[config.mk]
export PLATFORM = sky130hd
export DESIGN_NAME = idle_load_calibrating_monitor_top_flat
export DESIGN_NICKNAME = d
export VERILOG_FILES = /design/src/sv/ilcm_pkg.sv /design/src/sv/ilcm_if.sv /design/src/sv/ilcm_seq.sv /design/src/sv/ilcm_dp.sv /design/src/sv/idle_load_calibrating_monitor_top.sv /design/src/flat_wrapper.sv
export SDC_FILE = /design/constraint.sdc
export NUM_CORES = 2
export LEC_CHECK = 0
export ABC_AREA = 1
export BUFFER_PORTS_ARGS = -buffer_cell sky130_fd_sc_hd__buf_2
export CORE_MARGIN = 2
export CORE_UTILIZATION = 50
export DETAILED_ROUTE_END_ITERATION = 16
export HOLD_SLACK_MARGIN = 0.15
export PLACE_DENSITY = 0.74
export SLEW_MARGIN = 20
export SYNTH_ARGS = -nofsm -noshare
export SYNTH_HDL_FRONTEND = slang
export SYNTH_SLANG_ARGS = --single-unit
[constraint.sdc]
create_clock -name clk -period 8.5 [get_ports clk]
set_clock_uncertainty 0.2 [all_clocks]
set_input_delay 1.7 -clock clk [delete_from_list [all_inputs] [get_ports clk]]
set_output_delay 1.7 -clock clk [all_outputs]
set_load 0.05 [all_outputs]
[src/sv/ilcm_pkg.sv]
// shared types, constants and microcode table of the idle load monitor
`timescale 1ns / 1ps
package ilcm_pkg;

  localparam int SNAP_W   = 32;
  localparam int ROUNDS_W = 4;
  localparam int DELAY_W  = 20;
  localparam int PCT_W    = 16;
  localparam int CNT_W    = 5;

  localparam logic [ROUNDS_W-1:0] ROUNDS_RESET    = 4'd3;
  localparam logic [DELAY_W-1:0]  DELAY_AFTER_ALIGN = 20'd100000;
  localparam logic [DELAY_W-1:0]  DELAY_BETWEEN   = 20'd1;
  localparam logic [DELAY_W-1:0]  DELAY_PERIODIC  = 20'd1000000;
  localparam logic [SNAP_W-1:0]   PERCENT_SCALE   = 32'd100;
  localparam logic [CNT_W-1:0]    DIV_LAST_CNT    = 5'd31;

  typedef logic [SNAP_W-1:0] word_t;

  typedef enum logic [1:0] {
    PH_ALIGN   = 2'd0,
    PH_MEASURE = 2'd1,
    PH_SAMPLE  = 2'd2
  } phase_t;

  typedef enum logic [2:0] {
    OP_NOP,
    OP_MUL_SAMPLE,
    OP_DIV_INIT_SAMPLE,
    OP_DIV_STEP,
    OP_MUL_SCALE,
    OP_DIV_INIT_CALIB,
    OP_EMIT
  } op_t;

  typedef enum logic [2:0] {
    C_NONE,
    C_NO_INPUT,
    C_ERR,
    C_DIV_MORE,
    C_OUT_BUSY
  } cond_t;

  typedef enum logic [3:0] {
    S_WAIT      = 4'd0,
    S_CHECK     = 4'd1,
    S_MUL1      = 4'd2,
    S_DIV1_INIT = 4'd3,
    S_DIV1_STEP = 4'd4,
    S_MUL2      = 4'd5,
    S_DIV2_INIT = 4'd6,
    S_DIV2_STEP = 4'd7,
    S_EMIT      = 4'd8
  } step_t;

  typedef struct packed {
    logic  in_ready;
    op_t   op;
    cond_t cond;
    step_t target;
  } ucode_t;

  // sequencer to datapath
  typedef struct packed {
    op_t  op;
    logic take;
    logic emit;
    logic cfg_we;
  } ctrl_t;

  // datapath to sequencer
  typedef struct packed {
    logic err;
    logic div_more;
    logic out_free;
  } stat_t;

  // control program: jump to target when the condition holds, else step on
  function automatic ucode_t ucode_rom(step_t s);
    ucode_t w;
    case (s)
      S_WAIT:      w = '{1'b1, OP_NOP,             C_NO_INPUT, S_WAIT};
      S_CHECK:     w = '{1'b0, OP_NOP,             C_ERR,      S_EMIT};
      S_MUL1:      w = '{1'b0, OP_MUL_SAMPLE,      C_NONE,     S_WAIT};
      S_DIV1_INIT: w = '{1'b0, OP_DIV_INIT_SAMPLE, C_NONE,     S_WAIT};
      S_DIV1_STEP: w = '{1'b0, OP_DIV_STEP,        C_DIV_MORE, S_DIV1_STEP};
      S_MUL2:      w = '{1'b0, OP_MUL_SCALE,       C_NONE,     S_WAIT};
      S_DIV2_INIT: w = '{1'b0, OP_DIV_INIT_CALIB,  C_NONE,     S_WAIT};
      S_DIV2_STEP: w = '{1'b0, OP_DIV_STEP,        C_DIV_MORE, S_DIV2_STEP};
      S_EMIT:      w = '{1'b0, OP_EMIT,            C_OUT_BUSY, S_EMIT};
      default:     w = '{1'b0, OP_NOP,             C_NONE,     S_WAIT};
    endcase
    return w;
  endfunction

endpackage

[src/sv/ilcm_if.sv]
// handshake channel interfaces for activation events and results
`timescale 1ns / 1ps
interface ilcm_in_if;
  logic                       valid;
  logic                       ready;
  logic [ilcm_pkg::SNAP_W-1:0] spin_snapshot;
  logic [ilcm_pkg::SNAP_W-1:0] time_snapshot;

  modport source (output valid, output spin_snapshot, output time_snapshot, input ready);
  modport sink (input valid, input spin_snapshot, input time_snapshot, output ready);
endinterface

interface ilcm_out_if;
  logic                         valid;
  logic                         ready;
  logic [ilcm_pkg::DELAY_W-1:0] next_delay_us;
  logic                         stop_main_loop;
  logic [ilcm_pkg::PCT_W-1:0]   idle_percent;
  logic                         divide_error;
  logic                         calibrated;

  modport source (output valid, output next_delay_us, output stop_main_loop,
                  output idle_percent, output divide_error, output calibrated,
                  input ready);
  modport sink (input valid, input next_delay_us, input stop_main_loop,
                input idle_percent, input divide_error, input calibrated,
                output ready);
endinterface

[src/sv/ilcm_seq.sv]
// microcode sequencer: step counter, control table lookup and jumps
`timescale 1ns / 1ps
module ilcm_seq (
  input  logic            clk,
  input  logic            rst_n,
  input  logic            in_valid,
  input  logic            cfg_wr_en,
  input  ilcm_pkg::stat_t stat,
  output logic            in_ready,
  output ilcm_pkg::ctrl_t ctrl
);
  import ilcm_pkg::*;

  step_t  pc_r, pc_nxt;
  ucode_t word;
  logic   hit;

  assign word = ucode_rom(pc_r);

  always_comb begin
    case (word.cond)
      C_NONE:     hit = 1'b0;
      C_NO_INPUT: hit = !in_valid;
      C_ERR:      hit = stat.err;
      C_DIV_MORE: hit = stat.div_more;
      C_OUT_BUSY: hit = !stat.out_free;
      default:    hit = 1'b0;
    endcase
  end

  // program wraps to the wait step after the emit step
  always_comb begin
    if (hit) begin
      pc_nxt = word.target;
    end else if (pc_r == S_EMIT) begin
      pc_nxt = S_WAIT;
    end else begin
      pc_nxt = step_t'(pc_r + 4'd1);
    end
  end

  always_ff @(posedge clk) begin
    if (!rst_n) begin
      pc_r <= S_WAIT;
    end else begin
      pc_r <= pc_nxt;
    end
  end

  assign in_ready    = word.in_ready;
  assign ctrl.op     = word.op;
  assign ctrl.take   = word.in_ready && in_valid;
  assign ctrl.emit   = (word.op == OP_EMIT) && stat.out_free;
  assign ctrl.cfg_we = cfg_wr_en;

endmodule

[src/sv/ilcm_dp.sv]
// datapath: phase state, delta registers, multiplier, serial divider, result register
`timescale 1ns / 1ps
module ilcm_dp (
  input  logic                          clk,
  input  logic                          rst_n,
  input  ilcm_pkg::ctrl_t               ctrl,
  input  logic [ilcm_pkg::ROUNDS_W-1:0] cfg_wr_data,
  input  logic [ilcm_pkg::SNAP_W-1:0]   spin_snapshot,
  input  logic [ilcm_pkg::SNAP_W-1:0]   time_snapshot,
  input  logic                          out_ready,
  output ilcm_pkg::stat_t               stat,
  output logic                          out_valid,
  output logic [ilcm_pkg::DELAY_W-1:0]  next_delay_us,
  output logic                          stop_main_loop,
  output logic [ilcm_pkg::PCT_W-1:0]    idle_percent,
  output logic                          divide_error,
  output logic                          calibrated
);
  import ilcm_pkg::*;

  phase_t              phase_r, phase_nxt;
  logic [ROUNDS_W-1:0] rounds_left_r, rounds_left_nxt;
  word_t               last_spins_r, prev_stamp_r;
  word_t               cal_spins_r, cal_span_r, smp_spins_r, smp_span_r;
  logic [DELAY_W-1:0]  delay_d, delay_r;
  logic                stop_d, stop_r, calib_r;

  word_t               acc_r, rem_r, quo_r, dvs_r;
  logic [CNT_W-1:0]    cnt_r;
  word_t               prod;
  logic [SNAP_W:0]     trial, diff;
  logic                ge;
  logic                err;

  logic                out_valid_r, stop_out_r, err_out_r, calib_out_r;
  logic [DELAY_W-1:0]  delay_out_r;
  logic [PCT_W-1:0]    pct_out_r;

  // phase machine next state
  always_comb begin
    phase_nxt       = phase_r;
    rounds_left_nxt = rounds_left_r;
    if (ctrl.take) begin
      case (phase_r)
        PH_ALIGN: begin
          phase_nxt = PH_MEASURE;
        end
        PH_MEASURE: begin
          if (rounds_left_r > 4'd1) begin
            rounds_left_nxt = rounds_left_r - 4'd1;
            phase_nxt       = PH_ALIGN;
          end else begin
            rounds_left_nxt = '0;
            phase_nxt       = PH_SAMPLE;
          end
        end
        default: begin
          phase_nxt = PH_SAMPLE;
        end
      endcase
    end
    if (ctrl.cfg_we) begin
      rounds_left_nxt = cfg_wr_data;
    end
  end

  // phase machine outputs for the transaction
  always_comb begin
    delay_d = DELAY_PERIODIC;
    stop_d  = 1'b0;
    case (phase_r)
      PH_ALIGN: begin
        delay_d = DELAY_AFTER_ALIGN;
      end
      PH_MEASURE: begin
        if (rounds_left_r > 4'd1) begin
          delay_d = DELAY_BETWEEN;
        end else begin
          stop_d = 1'b1;
        end
      end
      default: begin
        delay_d = DELAY_PERIODIC;
      end
    endcase
  end

  always_ff @(posedge clk) begin
    if (!rst_n) begin
      phase_r       <= PH_ALIGN;
      rounds_left_r <= ROUNDS_RESET;
      last_spins_r  <= '0;
      prev_stamp_r  <= '0;
      cal_spins_r   <= '0;
      cal_span_r    <= '0;
      smp_spins_r   <= '0;
      smp_span_r    <= '0;
    end else begin
      phase_r       <= phase_nxt;
      rounds_left_r <= rounds_left_nxt;
      if (ctrl.take) begin
        last_spins_r <= spin_snapshot;
        prev_stamp_r <= time_snapshot;
        if (phase_r == PH_MEASURE) begin
          cal_spins_r <= spin_snapshot - last_spins_r;
          cal_span_r  <= time_snapshot - prev_stamp_r;
        end else if (phase_r != PH_ALIGN) begin
          smp_spins_r <= spin_snapshot - last_spins_r;
          smp_span_r  <= time_snapshot - prev_stamp_r;
        end
      end
    end
  end

  always_ff @(posedge clk) begin
    if (ctrl.take) begin
      delay_r <= delay_d;
      stop_r  <= stop_d;
      calib_r <= (phase_nxt == PH_SAMPLE);
    end
  end

  assign err = (smp_span_r == '0) || (cal_spins_r == '0);

  // only the low word of each product is kept
  always_comb begin
    if (ctrl.op == OP_MUL_SCALE) begin
      prod = quo_r * PERCENT_SCALE;
    end else begin
      prod = smp_spins_r * cal_span_r;
    end
  end

  // restoring divider, one quotient bit per cycle
  assign trial = {rem_r, quo_r[SNAP_W-1]};
  assign diff  = trial - {1'b0, dvs_r};
  assign ge    = !diff[SNAP_W];

  always_ff @(posedge clk) begin
    case (ctrl.op)
      OP_MUL_SAMPLE, OP_MUL_SCALE: begin
        acc_r <= prod;
      end
      OP_DIV_INIT_SAMPLE: begin
        quo_r <= acc_r;
        rem_r <= '0;
        dvs_r <= smp_span_r;
        cnt_r <= '0;
      end
      OP_DIV_INIT_CALIB: begin
        quo_r <= acc_r;
        rem_r <= '0;
        dvs_r <= cal_spins_r;
        cnt_r <= '0;
      end
      OP_DIV_STEP: begin
        rem_r <= ge ? diff[SNAP_W-1:0] : trial[SNAP_W-1:0];
        quo_r <= {quo_r[SNAP_W-2:0], ge};
        cnt_r <= cnt_r + 5'd1;
      end
      default: begin
        acc_r <= acc_r;
      end
    endcase
  end

  assign stat.err      = err;
  assign stat.div_more = (cnt_r != DIV_LAST_CNT);
  assign stat.out_free = !out_valid_r || out_ready;

  always_ff @(posedge clk) begin
    if (!rst_n) begin
      out_valid_r <= 1'b0;
    end else if (ctrl.emit) begin
      out_valid_r <= 1'b1;
    end else if (out_ready) begin
      out_valid_r <= 1'b0;
    end
  end

  always_ff @(posedge clk) begin
    if (ctrl.emit) begin
      delay_out_r <= delay_r;
      stop_out_r  <= stop_r;
      pct_out_r   <= err ? '0 : quo_r[PCT_W-1:0];
      err_out_r   <= err;
      calib_out_r <= calib_r;
    end
  end

  assign out_valid      = out_valid_r;
  assign next_delay_us  = delay_out_r;
  assign stop_main_loop = stop_out_r;
  assign idle_percent   = pct_out_r;
  assign divide_error   = err_out_r;
  assign calibrated     = calib_out_r;

endmodule

[src/sv/idle_load_calibrating_monitor_top.sv]
// top level of the idle load calibrating monitor
// a transaction runs through the check, multiply, divide, scale, divide and emit steps; a
// zero divisor jumps from the check step to emit; the next input is taken only after emit; the
// two 32-step serial divisions share one divider run by the microcode sequencer
// a held result does not block the next input transaction
// reset (rst_n low, synchronous): align phase, 3 rounds, deltas and snapshots zero
`timescale 1ns / 1ps
module idle_load_calibrating_monitor_top (
  input  logic                          clk,
  input  logic                          rst_n,
  ilcm_in_if.sink                       in_ch,
  ilcm_out_if.source                    out_ch,
  input  logic                          cfg_wr_en,
  input  logic [ilcm_pkg::ROUNDS_W-1:0] cfg_wr_data
);
  import ilcm_pkg::*;

  ctrl_t ctrl;
  stat_t stat;

  ilcm_seq u_seq (
    .clk       (clk),
    .rst_n     (rst_n),
    .in_valid  (in_ch.valid),
    .cfg_wr_en (cfg_wr_en),
    .stat      (stat),
    .in_ready  (in_ch.ready),
    .ctrl      (ctrl)
  );

  ilcm_dp u_dp (
    .clk            (clk),
    .rst_n          (rst_n),
    .ctrl           (ctrl),
    .cfg_wr_data    (cfg_wr_data),
    .spin_snapshot  (in_ch.spin_snapshot),
    .time_snapshot  (in_ch.time_snapshot),
    .out_ready      (out_ch.ready),
    .stat           (stat),
    .out_valid      (out_ch.valid),
    .next_delay_us  (out_ch.next_delay_us),
    .stop_main_loop (out_ch.stop_main_loop),
    .idle_percent   (out_ch.idle_percent),
    .divide_error   (out_ch.divide_error),
    .calibrated     (out_ch.calibrated)
  );

endmodule

[src/flat_wrapper.sv]
// flat-port wrapper written by rule: the top's interface ports become plain ports
module idle_load_calibrating_monitor_top_flat import ilcm_pkg::*;
  (clk, rst_n, cfg_wr_en, cfg_wr_data, in_ch_valid, in_ch_spin_snapshot, in_ch_time_snapshot, in_ch_ready, out_ch_valid, out_ch_next_delay_us, out_ch_stop_main_loop, out_ch_idle_percent, out_ch_divide_error, out_ch_calibrated, out_ch_ready);
  ilcm_in_if in_ch_i ();
  ilcm_out_if out_ch_i ();
  input  logic clk;
  input  logic rst_n;
  input  logic cfg_wr_en;
  input  logic [ilcm_pkg::ROUNDS_W-1:0] cfg_wr_data;
  input wire logic [$bits(in_ch_i.valid)-1:0] in_ch_valid;
  input wire logic [$bits(in_ch_i.spin_snapshot)-1:0] in_ch_spin_snapshot;
  input wire logic [$bits(in_ch_i.time_snapshot)-1:0] in_ch_time_snapshot;
  output wire logic [$bits(in_ch_i.ready)-1:0] in_ch_ready;
  output wire logic [$bits(out_ch_i.valid)-1:0] out_ch_valid;
  output wire logic [$bits(out_ch_i.next_delay_us)-1:0] out_ch_next_delay_us;
  output wire logic [$bits(out_ch_i.stop_main_loop)-1:0] out_ch_stop_main_loop;
  output wire logic [$bits(out_ch_i.idle_percent)-1:0] out_ch_idle_percent;
  output wire logic [$bits(out_ch_i.divide_error)-1:0] out_ch_divide_error;
  output wire logic [$bits(out_ch_i.calibrated)-1:0] out_ch_calibrated;
  input wire logic [$bits(out_ch_i.ready)-1:0] out_ch_ready;
  assign in_ch_i.valid = in_ch_valid;
  assign in_ch_i.spin_snapshot = in_ch_spin_snapshot;
  assign in_ch_i.time_snapshot = in_ch_time_snapshot;
  assign in_ch_ready = in_ch_i.ready;
  assign out_ch_valid = out_ch_i.valid;
  assign out_ch_next_delay_us = out_ch_i.next_delay_us;
  assign out_ch_stop_main_loop = out_ch_i.stop_main_loop;
  assign out_ch_idle_percent = out_ch_i.idle_percent;
  assign out_ch_divide_error = out_ch_i.divide_error;
  assign out_ch_calibrated = out_ch_i.calibrated;
  assign out_ch_i.ready = out_ch_ready;
  idle_load_calibrating_monitor_top u_core (.clk(clk), .rst_n(rst_n), .in_ch(in_ch_i), .out_ch(out_ch_i), .cfg_wr_en(cfg_wr_en), .cfg_wr_data(cfg_wr_data));
endmodule
======== Yosys cells after proc, flatten, opt, wreduce, memory -nomap -nowiden ========
Memory sizes are Yosys's and may differ from the RTL's. A register that Yosys moved wholly into a read port is not among the register bits.
Cells that the tools add are included.
word-level totals
  memories ................................ 1
  output and inout port bits .............. 41
  register bits after elaboration ......... 397
  ROM bits ................................ 176
memories
  memory            words  bits a word  rd ports  clocked after Yosys merged registers in  write ports  line            RTL
  (name not given)  16     11           1         1                                        0            ilcm_pkg.sv:81  case (s)
operators by class
  add/sub/neg operators ................... 6
  reductions and logical operators ........ 22
  mux-type cells .......................... 22
  equality and inequality tests ........... 14
  $mul .................................... 2
  bitwise logic cells ..................... 1
  order comparisons ....................... 1
operators by type and width
  operator                                             count
  one-hot mux 32 bit (2 select lines)                  3
  zero test 32 bit                                     2
  2-to-1 mux 32 bit                                    2
  subtractor 32 bit                                    2
  one-hot mux 20 bit (2 select lines)                  1
  subtractor 33 x 32 -> 33 bit                         1
  multiplier 32 x 32 -> 32 bit                         1
  multiplier 32 x 5 -> 30 bit, second input constant   1
  2-to-1 mux 4 bit                                     7
  2-to-1 mux 20 bit                                    1
  equality test 3 x 2 -> 1 bit, second input constant  4
  equality test 3 bit, second input constant           4
  nonzero test 2 bit                                   6
  one-hot mux 5 bit (2 select lines)                   1
  equality test 3 x 1 -> 1 bit, second input constant  2
  adder 5 x 1 -> 5 bit, second input constant          1
  inequality test 5 bit, second input constant         1
  adder 4 x 1 -> 4 bit, second input constant          1
  equality test 4 bit, second input constant           1
  > comparator 4 x 1 -> 1 bit, second input constant   1
  zero test 1 bit                                      4
  2-to-1 mux 2 bit                                     2
  one-hot mux 1 bit (4 select lines)                   1
  one-hot mux 2 bit (2 select lines)                   1
  other kinds (11)                                     17

======== Longest topological paths before layout ========
  depth in word-level cells ............... 6
  gate-level depth with buffers ........... 35

======== Cells and area by module ========
Synthesis repeated with hierarchy kept, for this count alone.
second synthesis, totals
  cell total of the unflattened synthesis .. 5310
  area, all modules ....................... 40217.3 sq um
modules (own cells, without submodules)
  module    sequential area each (sq um)  area each (sq um)  cells each  times used
  ilcm_dp   8848.5                        39449.1            5213        1
  ilcm_seq  280.3                         768.2              97          1

======== Worst setup path before layout ========
OpenSTA, ideal clock, no wires.
  path kind ............................... reg-to-reg
  start point ............................. register u_core.u_dp.cal_span_r[4]
  end point ............................... register u_core.u_dp.acc_r[29] (data pin)
  required time ........................... 8043 ps
  arrival ................................. 6320 ps
  period minus slack after synthesis ...... 6777 ps
  setup slack ............................. 1723 ps
  stages on the path, launching flop included .. 29
  buffers on the path ..................... 2
  path through ............................ dfxtp_1 > clkbuf_1 > buf_1 > nand2_1 > inv_1 > fa_1 > inv_1 > fa_1 > fa_1 > fa_1 > inv_1 > fa_1 > inv_1 > fa_1 > inv_1 > fa_1 > fa_1 > ha_1 > nand2_1 > nor2_1 > inv_1 > nor3_1 > nand3_1 > nand3_1 > nand3_1 > nand2_1 > nand3_1 > a21oi_1 > o21ai_1
on the way
  cells in the longest elaborated chain, start to end .. 2
RTL lines
  what                          line            RTL
  from (decl)                   ilcm_dp.sv:24   word_t cal_spins_r, cal_span_r, smp_spins_r, smp_span_r;
  from (signal assigned)        ilcm_dp.sv:106  cal_span_r <= time_snapshot - prev_stamp_r;
  multiplier 32 x 32 -> 32 bit  ilcm_dp.sv:130  prod = smp_spins_r * cal_span_r;
  2-to-1 mux 32 bit             ilcm_dp.sv:127  if (ctrl.op == OP_MUL_SCALE) begin
  via u_core.u_dp.prod[29]      ilcm_dp.sv:30   word_t prod;
  to (signal assigned)          ilcm_dp.sv:142  acc_r <= prod;
  to (signal assigned)          ilcm_dp.sv:162  acc_r <= acc_r;
  to (decl)                     ilcm_dp.sv:28   word_t acc_r, rem_r, quo_r, dvs_r;
The timed path passes the listed nets, and every way through them passes these cells.
A chain may end at the register's enable or synchronous reset.

======== Final worst setup path ========
  start point ............................. register u_core.u_dp.cal_span_r[8]
  end point ............................... register u_core.u_dp.acc_r[31] (data pin)
The elaborated chain is that of the path after synthesis.

==> out/metrics.csv <==
stage;metric;value;unit
status;outcome;complete, no violations;
critical_path;r2r_cells;22;
cells_and_area;final_cell_mix;inv_1 (1313), nand2_1 (1154), fa_1 (435);
placement;dp_cells;6360;
synthesis;synth_top_family_by_area;adder cells;
timing;final_hold_viol_count;0;
global_route;grt_pass1_vias;34289;
route;wl_met1;47.2;mm
clock_tree;cts_buffers;45;
global_route;grt_pass1_wl;182;mm
die;rows;104;
clock_tree;cts_root_buffer;clkbuf_16;
synthesis;syn-cell-area;40400;um2
route;via_per_inst;5.30;
route;top_layer_used;met5;
cells_and_area;final_common_cell;inv_1;
critical_path;endpoint_kind;register;
global_route;grt_overflow;0;
route;first_iter_violations;2976;
clock_tree;post_cts_resized;0;
synthesis;avgSynthCellArea;7.55;um2
clock_tree;clock-sinks;375;
synthesis;synth-seq-cells;375;
global_route;grt_util_all_layers;27.6;%
placement;portBuffers;105;
timing;relSlewSlack;29.7;%
synthesis;synthSimpleGateAreaFrac;18.6;%
die;dieArea;83000;um2
timing;fin_crit;7430;ps
placement;dpl_cell_area;41800;um2
clock_tree;cts_tree;yes;
power_and_ir_drop;pwr_density_cell;216;nW/um2
worst_hold_path;hold_depth;0;
synthesis;yosys.cell_types.count;61;
critical_path;worst_ep_required_time;8670;ps
critical_path;worstPathArrival;7600;ps
synthesis;synth_compound_area_share;11.2;%
route;met2_length;52.2;mm
timing;rsz0062_at_grt;no;
route;wl_met3;8.09;mm
timing;min_period_over_period;87.4;%
synthesis;synthCells;5348;
synthesis;synth_edf_count;162;
timing;holdWs;226;ps
clock_tree;cts_post_setup_buffers_inserted;0;
clock_tree;cts_hold_buf;0;
clock_tree;htreeDepth;2;
route;drc;0;
cells_and_area;layout-drive-gt1-share;5.42;%
placement;hpwl;88.6;mm
route;antenna_left;0;
global_route;grt_max_degree;104;
synthesis;async_reset_ff_share;0;%
placement;place_congestion;0.953;
die;die_h;288;um
cells_and_area;final_core_util;54.2;%
flow_run;drv_cap;0;
timing;worst_slack;1070;ps
critical_path;startpoint_type;register;
clock_tree;cts_max_path_buffers;3;
clock_tree;cts.reportedPaths.clkPinSlew;70;ps
clock_tree;insertion_delay;600;ps
synthesis;yosysSeqAreaShare;22.6;%
route;wl_per_cell;17.4;um
cells_and_area;antenna_cells;0;
timing;tns;0;ps
cells_and_area;area_growth;7.70;%
synthesis;yosysWarnings;0;
route;wirelength;112;mm
die;core;80200;um2
synthesis;ys.flop_type;dfxtp_1;
cells_and_area;stdcell_count;6445;
die;io_pins;114;
timing;setup_viol;0;
power_and_ir_drop;peakVddDrop;0.215;mV
die;die_x;288;um
timing;drv_slew;0;
power_and_ir_drop;power.total;9.38;mW
timing;max_freq;0.135;GHz
cells_and_area;num-fill-cells;7559;
die;initial_utilization;50.3;%
cells_and_area;design_area;43500;um2
synthesis;synthMuxAreaShare;0;%
placement;dpl_worst_slack;1210;ps
global_route;antenna_found_initial;1;
route;firstDrtPassIters;6;
critical_path;crit_path_max_fanout;16;
worst_hold_path;hp-class;reg -> reg;
critical_path;critPathKind;reg -> reg;
synthesis;synth_xor_area_share;1.98;%
timing;worstMarginPinSlew;1050;ps
cells_and_area;final_nets;6161;
route;vias;34142;
power_and_ir_drop;p_leak;23.8;nW
synthesis;synthAdderAreaFrac;31.0;%
-- cells by family (layout without fill, tap and decap cells) --
kind of cell | Yosys count | in the layout
AO/OA/AOI/OAI | 793 | 793
XOR/XNOR | 91 | 91
adder cells (fa/ha/maj) | 740 | 740
buffers and inverters | 1542 | 1572
flip-flops | 375 | 375
other | 1 | 8
AND/OR/NAND/NOR | 1806 | 1806
-- worst max-delay path, cell delays in order (launching register included) --
cell	delay [ps]
dfxtp_1	930
buf_4	280
nand2_1	60
inv_1	110
fa_1	420
fa_1	530
fa_1	530
fa_1	530
inv_1	60
fa_1	520
inv_1	50
fa_1	470
fa_1	530
fa_1	430
ha_1	410
a21oi_1	310
o21bai_1	100
a21oi_1	220
o211a_1	180
and2_1	130
nand2_1	50
nand3_1	60
nand2_1	70
-- report_power, final --
group          leakage [nW]  switching (mW)  total, mW  internal [mW]
clock                 0.779           0.861       2.13           1.27
sequential             3.27           0.229       2.53           2.30
combinational          19.7            3.13       4.73           1.59
-- registers in the layout, summed over array words and instances (netlist names), 10 cells and up --
signal / count
u_core.u_dp.cal_spins_r: 32
u_core.u_dp.smp_span_r: 32
u_core.u_dp.cal_span_r: 32
u_core.u_dp.last_spins_r: 32
u_core.u_dp.idle_percent: 16
u_core.u_seq.word: 10
u_core.u_dp.dvs_r: 32
u_core.u_dp.quo_r: 32
u_core.u_dp.prev_stamp_r: 32
u_core.u_dp.acc_r: 32
u_core.u_dp.rem_r: 32
u_core.u_dp.smp_spins_r: 32
-- path summary, 6_finish.rpt --
| path | slack [ps] | end | from |
|---|---|---|---|
| setup / recovery | 1070 | u_core.u_dp.acc_r[31]$_DFFE_PP_ | u_core.u_dp.cal_span_r[8]$_SDFFE_PN0P_ |
| hold / removal | 230 | u_core.u_dp.next_delay_us[0]$_DFFE_PP_ | u_core.u_dp.delay_r[0]$_SDFFCE_PN0P_ |
| setup reg to reg | 1070 | u_core.u_dp.acc_r[31]$_DFFE_PP_ | u_core.u_dp.cal_span_r[8]$_SDFFE_PN0P_ |
| hold reg to reg | 230 | u_core.u_dp.next_delay_us[0]$_DFFE_PP_ | u_core.u_dp.delay_r[0]$_SDFFCE_PN0P_ |
-- layer usage --
metal | track usage [%] | vias up
met4 | 10.2 | 2
li1 | - | 16402
met2 | 46.4 | 1257
met1 | 36.3 | 16215
met3 | 3.87 | 266
met5 | 0 | -
-- final cells by class --
type	instances	area, um2	share of cell area (%)
clock inverter	28	374	0.861
multi-input combinational	3438	25400	58.5
timing repair buffer	165	991	2.28
tap	1060	1330	3.05
clock buffer	56	1250	2.88
inverter	1323	4970	11.4
sequential	375	9130	21.0
-- cell usage after synthesis, types with 50 or more instances --
| cell | instances | area [um2] |
|---|---|---|
| nand3_1 | 181 | 906 |
| fa_1 | 435 | 8710 |
| a21oi_1 | 273 | 1370 |
| edfxtp_1 | 162 | 4860 |
| nor2_1 | 302 | 1130 |
| o21ai_0 | 293 | 1470 |
| nand4_1 | 52 | 325 |
| dfxtp_1 | 213 | 4260 |
| clkbuf_1 | 166 | 623 |
| ha_1 | 305 | 3820 |
| o21bai_1 | 50 | 375 |
| nand2_1 | 1155 | 4340 |
| inv_1 | 1314 | 4930 |
No activity file was read; power rests on OpenSTA's default activity.
